$ cat config.mk
export PLATFORM = sky130hd
export DESIGN_NAME = binary_to_decimal_ascii_top
export DESIGN_NICKNAME = d
export VERILOG_FILES = /design/src/btda_pkg.sv /design/src/binary_to_decimal_ascii_top.sv /design/src/btda_dabble.sv /design/src/btda_emit.sv
export SDC_FILE = /design/constraint.sdc
export NUM_CORES = 1
export LEC_CHECK = 0
export ABC_AREA = 1
export ABC_CLOCK_PERIOD_IN_PS = 2000
export BUFFER_PORTS_ARGS = -buffer_cell sky130_fd_sc_hd__buf_2
export CELL_PAD_IN_SITES_DETAIL_PLACEMENT = 1
export CELL_PAD_IN_SITES_GLOBAL_PLACEMENT = 1
export CORE_MARGIN = 5
export CORE_UTILIZATION = 42
export DETAILED_ROUTE_END_ITERATION = 8
export HOLD_SLACK_MARGIN = 0.02
export PLACE_DENSITY_LB_ADDON = 0.1
export SYNTH_ARGS = -nofsm -noshare
export SYNTH_HDL_FRONTEND = slang
export SYNTH_SLANG_ARGS = --single-unit
$ cat constraint.sdc
create_clock -name clk -period 2 [get_ports clk]
set_clock_uncertainty 0.15 [all_clocks]
set_input_delay 0.3 -clock clk [delete_from_list [all_inputs] [get_ports clk]]
set_output_delay 0.3 -clock clk [all_outputs]
set_load 0.05 [all_outputs]
$ cat src/btda_pkg.sv
package btda_pkg;

    localparam int VALUE_BITS = 32;
    localparam int PORT_BITS  = 32;
    localparam int IN_BITS    = (VALUE_BITS < PORT_BITS) ? VALUE_BITS : PORT_BITS;
    localparam int DIGITS     = ((IN_BITS * 1233) >> 12) + 1;
    localparam int BCD_BITS   = DIGITS * 4;
    localparam int BIT_CNT_W  = $clog2(IN_BITS);
    localparam int DIG_CNT_W  = $clog2(DIGITS);
    localparam int CHAR_W     = 6;

    localparam logic [CHAR_W-1:0] ASCII_ZERO = CHAR_W'(48);
    localparam logic [3:0]        DABBLE_MIN = 4'd5;
    localparam logic [3:0]        DABBLE_ADD = 4'd3;

    typedef enum logic [1:0] {
        ST_IDLE,
        ST_CONV,
        ST_LOAD,
        ST_EMIT
    } btda_state_t;

    typedef struct packed {
        logic load;
        logic shift;
        logic emit_load;
    } btda_ctrl_t;

    function automatic logic [BCD_BITS-1:0] dabble_adjust(input logic [BCD_BITS-1:0] bcd);
        logic [BCD_BITS-1:0] res;
        logic [3:0]          nib;
        res = bcd;
        for (int i = 0; i < DIGITS; i++)
        begin
            nib = bcd[i*4 +: 4];
            if (nib >= DABBLE_MIN)
            begin
                res[i*4 +: 4] = nib + DABBLE_ADD;
            end
        end
        return res;
    endfunction

endpackage

$ cat src/binary_to_decimal_ascii_top.sv
// binary to decimal ascii converter
//
// command channel: value is taken at a rising edge where start is high and
// busy is low. busy stays high until the last digit of that value is out.
// result channel: one decimal digit per beat, most significant first, no
// leading zeros; a zero value gives the single digit '0'. digit_strobe marks
// each beat for exactly one cycle, digit_char holds the ascii code and
// last_digit flags the final digit. the receiver cannot stall, so every
// strobed beat is taken in the cycle it is shown.
// operation: after the accepting edge the value is shifted through a
// shift-add-3 bcd register one bit per cycle, then a load step fills the
// digit shifter, then the digits are scanned one nibble per cycle. busy
// stays high through all three phases, and a new value can be accepted in
// the cycle after the last digit.
// reset: asynchronous, active low; returns to idle with no beat pending.
module binary_to_decimal_ascii_top
    import btda_pkg::*;
(
    input  logic                clk,
    input  logic                rst_n,
    input  logic                start,
    output logic                busy,
    input  logic [PORT_BITS-1:0] value,
    output logic                digit_strobe,
    output logic [CHAR_W-1:0]   digit_char,
    output logic                last_digit
);

    btda_state_t          state_reg;
    btda_state_t          state_next;
    logic [BIT_CNT_W-1:0] bit_cnt_reg;
    logic [BIT_CNT_W-1:0] bit_cnt_next;
    btda_ctrl_t           ctrl;
    logic [BCD_BITS-1:0]  bcd;
    logic                 emit_done;
    logic                 accept;
    logic                 conv_last;

    assign accept    = start && !busy;
    assign conv_last = (bit_cnt_reg == BIT_CNT_W'(IN_BITS - 1));

    always_comb
    begin
        state_next = state_reg;
        unique case (state_reg)
            ST_IDLE:
            begin
                if (start)
                begin
                    state_next = ST_CONV;
                end
            end
            ST_CONV:
            begin
                if (conv_last)
                begin
                    state_next = ST_LOAD;
                end
            end
            ST_LOAD:
            begin
                state_next = ST_EMIT;
            end
            ST_EMIT:
            begin
                if (emit_done)
                begin
                    state_next = ST_IDLE;
                end
            end
            default:
            begin
                state_next = ST_IDLE;
            end
        endcase
    end

    always_comb
    begin
        busy         = 1'b1;
        ctrl         = '0;
        bit_cnt_next = bit_cnt_reg;
        unique case (state_reg)
            ST_IDLE:
            begin
                busy         = 1'b0;
                ctrl.load    = start;
                bit_cnt_next = '0;
            end
            ST_CONV:
            begin
                ctrl.shift   = 1'b1;
                bit_cnt_next = bit_cnt_reg + 1'b1;
            end
            ST_LOAD:
            begin
                ctrl.emit_load = 1'b1;
            end
            ST_EMIT:
            begin
                ctrl = '0;
            end
            default:
            begin
                busy = 1'b1;
            end
        endcase
    end

    always_ff @(posedge clk or negedge rst_n)
    begin
        if (!rst_n)
        begin
            state_reg   <= ST_IDLE;
            bit_cnt_reg <= '0;
        end
        else
        begin
            state_reg   <= state_next;
            bit_cnt_reg <= bit_cnt_next;
        end
    end

    btda_dabble u_dabble (
        .clk    (clk),
        .rst_n  (rst_n),
        .ctrl   (ctrl),
        .bin_in (value[IN_BITS-1:0]),
        .bcd    (bcd)
    );

    btda_emit u_emit (
        .clk    (clk),
        .rst_n  (rst_n),
        .ctrl   (ctrl),
        .bcd    (bcd),
        .strobe (digit_strobe),
        .digit  (digit_char),
        .last   (last_digit),
        .done   (emit_done)
    );

    // digits only go out while a value is in flight
    a_strobe_busy: assert property (@(posedge clk) disable iff (!rst_n)
        digit_strobe |-> (busy && state_reg == ST_EMIT))
        else $error("digit beat outside emit phase");

    a_accept_busy: assert property (@(posedge clk) disable iff (!rst_n)
        accept |=> (busy && state_reg == ST_CONV))
        else $error("accepted value did not start conversion");

    a_last_idle: assert property (@(posedge clk) disable iff (!rst_n)
        last_digit |=> (!busy && !digit_strobe))
        else $error("beat or busy after last digit");

    a_emit_ends_with_last: assert property (@(posedge clk) disable iff (!rst_n)
        (state_reg == ST_EMIT && emit_done) |-> last_digit)
        else $error("emit phase ended without a last digit");

endmodule

$ cat src/btda_dabble.sv
module btda_dabble
    import btda_pkg::*;
(
    input  logic                clk,
    input  logic                rst_n,
    input  btda_ctrl_t          ctrl,
    input  logic [IN_BITS-1:0]  bin_in,
    output logic [BCD_BITS-1:0] bcd
);

    logic [IN_BITS-1:0]  bin_reg;
    logic [IN_BITS-1:0]  bin_next;
    logic [BCD_BITS-1:0] bcd_reg;
    logic [BCD_BITS-1:0] bcd_next;
    logic [BCD_BITS-1:0] bcd_adj;

    assign bcd_adj = dabble_adjust(bcd_reg);

    always_comb
    begin
        bin_next = bin_reg;
        bcd_next = bcd_reg;
        if (ctrl.load)
        begin
            bin_next = bin_in;
            bcd_next = '0;
        end
        else if (ctrl.shift)
        begin
            // shift-add-3, one binary bit per cycle
            bin_next = {bin_reg[IN_BITS-2:0], 1'b0};
            bcd_next = {bcd_adj[BCD_BITS-2:0], bin_reg[IN_BITS-1]};
        end
    end

    always_ff @(posedge clk or negedge rst_n)
    begin
        if (!rst_n)
        begin
            bin_reg <= '0;
            bcd_reg <= '0;
        end
        else
        begin
            bin_reg <= bin_next;
            bcd_reg <= bcd_next;
        end
    end

    assign bcd = bcd_reg;

endmodule

$ cat src/btda_emit.sv
module btda_emit
    import btda_pkg::*;
(
    input  logic                clk,
    input  logic                rst_n,
    input  btda_ctrl_t          ctrl,
    input  logic [BCD_BITS-1:0] bcd,
    output logic                strobe,
    output logic [CHAR_W-1:0]   digit,
    output logic                last,
    output logic                done
);

    logic [BCD_BITS-1:0]  shift_reg;
    logic [BCD_BITS-1:0]  shift_next;
    logic [DIG_CNT_W-1:0] cnt_reg;
    logic [DIG_CNT_W-1:0] cnt_next;
    logic                 active_reg;
    logic                 active_next;
    logic                 started_reg;
    logic                 started_next;
    logic [3:0]           top_nib;
    logic                 is_last;

    assign top_nib = shift_reg[BCD_BITS-1 -: 4];
    assign is_last = (cnt_reg == '0);

    // leading zeros are skipped, the final digit always goes out
    assign strobe = active_reg && (started_reg || (top_nib != 4'd0) || is_last);
    assign digit  = ASCII_ZERO + {{(CHAR_W-4){1'b0}}, top_nib};
    assign last   = strobe && is_last;
    assign done   = active_reg && is_last;

    always_comb
    begin
        shift_next   = shift_reg;
        cnt_next     = cnt_reg;
        active_next  = active_reg;
        started_next = started_reg;
        if (ctrl.emit_load)
        begin
            shift_next   = bcd;
            cnt_next     = DIG_CNT_W'(DIGITS - 1);
            active_next  = 1'b1;
            started_next = 1'b0;
        end
        else if (active_reg)
        begin
            shift_next   = {shift_reg[BCD_BITS-5:0], 4'd0};
            cnt_next     = cnt_reg - 1'b1;
            started_next = strobe;
            if (is_last)
            begin
                active_next = 1'b0;
            end
        end
    end

    always_ff @(posedge clk or negedge rst_n)
    begin
        if (!rst_n)
        begin
            cnt_reg     <= '0;
            active_reg  <= 1'b0;
            started_reg <= 1'b0;
        end
        else
        begin
            cnt_reg     <= cnt_next;
            active_reg  <= active_next;
            started_reg <= started_next;
        end
    end

    always_ff @(posedge clk)
    begin
        shift_reg <= shift_next;
    end

endmodule

==> results.ini <==
[power]
power.density_nw_per_um2=1390
peakVddDrop_v=0.000977
power_mw=11.0
p_int_mw=6.98
p_sw_share_pct=36.3
leakage_nw=3.86
p_clk_share_pct=29.8
share_seq_of_total_power_pct=36.6
pwr-share-comb_pct=33.6
power.switching_mw=3.98

[job]
drv_cap=0

[floorplanning]
die_h_um=133
num_rows=44
core_um2=14600
ioPinCount=44
die_area_um2=17600
fp.dieW_um=133
initial_utilization_pct=43.3

[synthesis]
ys_types=25
netlist_instances=750
seq_area_frac_synth_pct=52.5
yosysTopAreaCell=dfrtp_1
synth_area_leaders=dfrtp_1 (34%), edfxtp_1 (19%), nand2_1 (16%), nand3_1 (6.5%), ha_1 (5.7%)
synth_area_um2=6340
synth_area_per_cell_um2=8.45
synth-seq-cells=125
ys_warn_count=0
synth_top_area_share_pct=33.6

[sta]
worstMarginPinSlew_ns=0.520
hold_viol=0
slew_headroom_pct=65.3
fmax_mhz=505
finalCriticalPeriod_ns=1.98
setup_viol=0
drv_slew=0
rsz0062_at_grt=true
post-route-period-util_pct=99.1

[global_route]
grt_pass1_wl_um=28700
antenna_found_initial=0
grt_max_degree=44
grt_usage_pct=20.1
grt_overflow=0
grt_pass1_vias=5960

[critical_path]
path_cells=inv_2 > ha_4 > nand3_2 > a31oi_2 > buf_6
critPathMaxStageDelay_ns=0.39
startpoint_type=flip-flop
critPathLaunch=u_emit.cnt_reg[0]
critPathRequiredTime_ns=1.55
end_kind=primary output
slowest_stage=dfrtp_1
crit_type=reg2out
r2r-start=state_reg[1]
critPathArrivalTime_ns=1.53
crit_fanout=2

[cts]
cts_buffers=17
cts_root_buf=clkbuf_16
clk_latency_ns=0.42
clk_pin_slew_ns=0.06
clock_sinks=125
tritoncts=done
ctsHtreeMaxLevel=4
clockBufferDepth=2

[cells_and_area]
fin_cells=1032
layout_commonest_cell=nand2_1
nets=899
diodes=0
mostFrequentLayoutCells=nand2_1 (272), dfrtp_1 (85), nand3_1 (81)
drive_gt1_share_pct=14.3
area_growth_pct=24.6

[min_path]
min_path_type=in2reg
hold_start=start

[routing]
drt_iter0_drc=276
vias=5365
antenna_left=0
wire_per_inst_um=16.1
remaining_drc_errors=0
wl_um=16600
detail_route.vias_per_cell=5.20
dr.pass1.iters=4

[placed_design]
hpwl_um=10800
place_inst=957
place.gp.congestion=0.790
portBuffers=41

[run_status]
status=finished clean

==> layer usage <==
| layer | GRT usage [%] | vias up | part of all wire [%] |
|---|---|---|---|
| met2 | 35.3 | 84 | 52 |
| met3 | 4.75 | 18 | 3.2 |
| met5 | 0 | - | 0 |
| met4 | 6.64 | 0 | 1.3 |
| li1 | - | 2620 | - |
| met1 | 24.4 | 2643 | 44 |
==> synthesized netlist by cell type <==
| library cell | n |
|---|---|
| inv_2 | 3 |
| nand2_2 | 2 |
| o21bai_1 | 9 |
| inv_1 | 71 |
| nand2_1 | 273 |
| a22o_1 | 2 |
| ha_1 | 29 |
| a31oi_1 | 3 |
| buf_4 | 6 |
| nand2_4 | 1 |
| nand3_1 | 82 |
| conb_1 | 1 |
| nor3_1 | 1 |
| nor2_1 | 16 |
| edfxtp_1 | 40 |
| or2_2 | 1 |
| o22ai_1 | 3 |
| a21oi_1 | 3 |
| dfrtp_1 | 85 |
| o211ai_1 | 2 |
| o21ai_0 | 68 |
| nand4_1 | 22 |
| buf_2 | 21 |
| clkbuf_1 | 2 |
| buf_6 | 4 |
==> what timing repair did <==
action | 4_1_cts | 5_1_grt
setup buffers | 9 | 1
endpoints found under the hold margin | 64 | 0
setup endpoints to repair | 2 | 7
pin swaps | 2 | 2
hold buffers | 33 | 0
gates resized for setup | 16 | 7
==> per-stage QoR <==
step / hold WS (ns) / instance area (um2) / TNS (ns) / utilization [%] / worst slack [ns]
after global routing: 0.188 / 7890 / -0.0390 / 53.9 / -0.0390
after global placement: 0.154 / 6800 / 0 / 46.4 / 0.161
final: 0.158 / 7890 / 0 / 53.9 / 0.0178
after CTS: 0.152 / 7870 / 0 / 53.7 / 0.0153
after detailed placement: 0.156 / 6800 / 0 / 46.4 / 0.116
after floorplan: -0.146 / 6360 / 0 / - / 0.00163
==> layout make-up <==
cell class                 count  area, um2
clock buffer                  17        425
clock inverter                15        195
fill                        1727       6750
inverter                      74        284
multi-input combinational    519       2590
sequential                   125       3330
tap                          184        230
timing repair buffer          98        837
==> cells by family after synthesis <==
group	count (synthesis)	synth area share [%]
and+or+nand+nor	398	26.3
adders and majority gates	29	5.73
buffers and inverters	107	7.58
DFF	125	52.5
AOI/OAI and AO/OA	90	7.78
other	1	0.0592
==> power by group through the flow <==
stage / combinational, mW / sequential, mW / clock, mW
after floorplan: 2.48 / 3.91 / 0
after global placement: 3.28 / 3.98 / 0
after detailed placement: 3.43 / 4.03 / 0
after CTS: 3.68 / 4.01 / 3.33
after global routing: 4.17 / 4.09 / 3.45
final: 3.68 / 4.01 / 3.27
==> path summary, 6_finish.rpt <==
path	to	slack, ns	cells past startpoint
worst max-delay path	digit_strobe	0.02	5
max in group asynchronous	u_dabble.bcd[0]	0.81	3
worst max register to register	u_dabble.bin_reg[21]	0.19	8
worst min register to register	u_dabble.bin_reg[29]	0.33	2
min in group asynchronous	u_dabble.bcd[39]	0.24	2
worst min-delay path	u_dabble.bin_reg[1]	0.16	4
==> worst max-delay path, delay by kind of cell (launching register included) <==
family          cells  cell delay, ns
buf+inv             2            0.26
compound gates      1            0.22
flops               1            0.39
fa+ha+maj           1            0.14
simple gates        1            0.11
(Power assumes the default switching activity.)
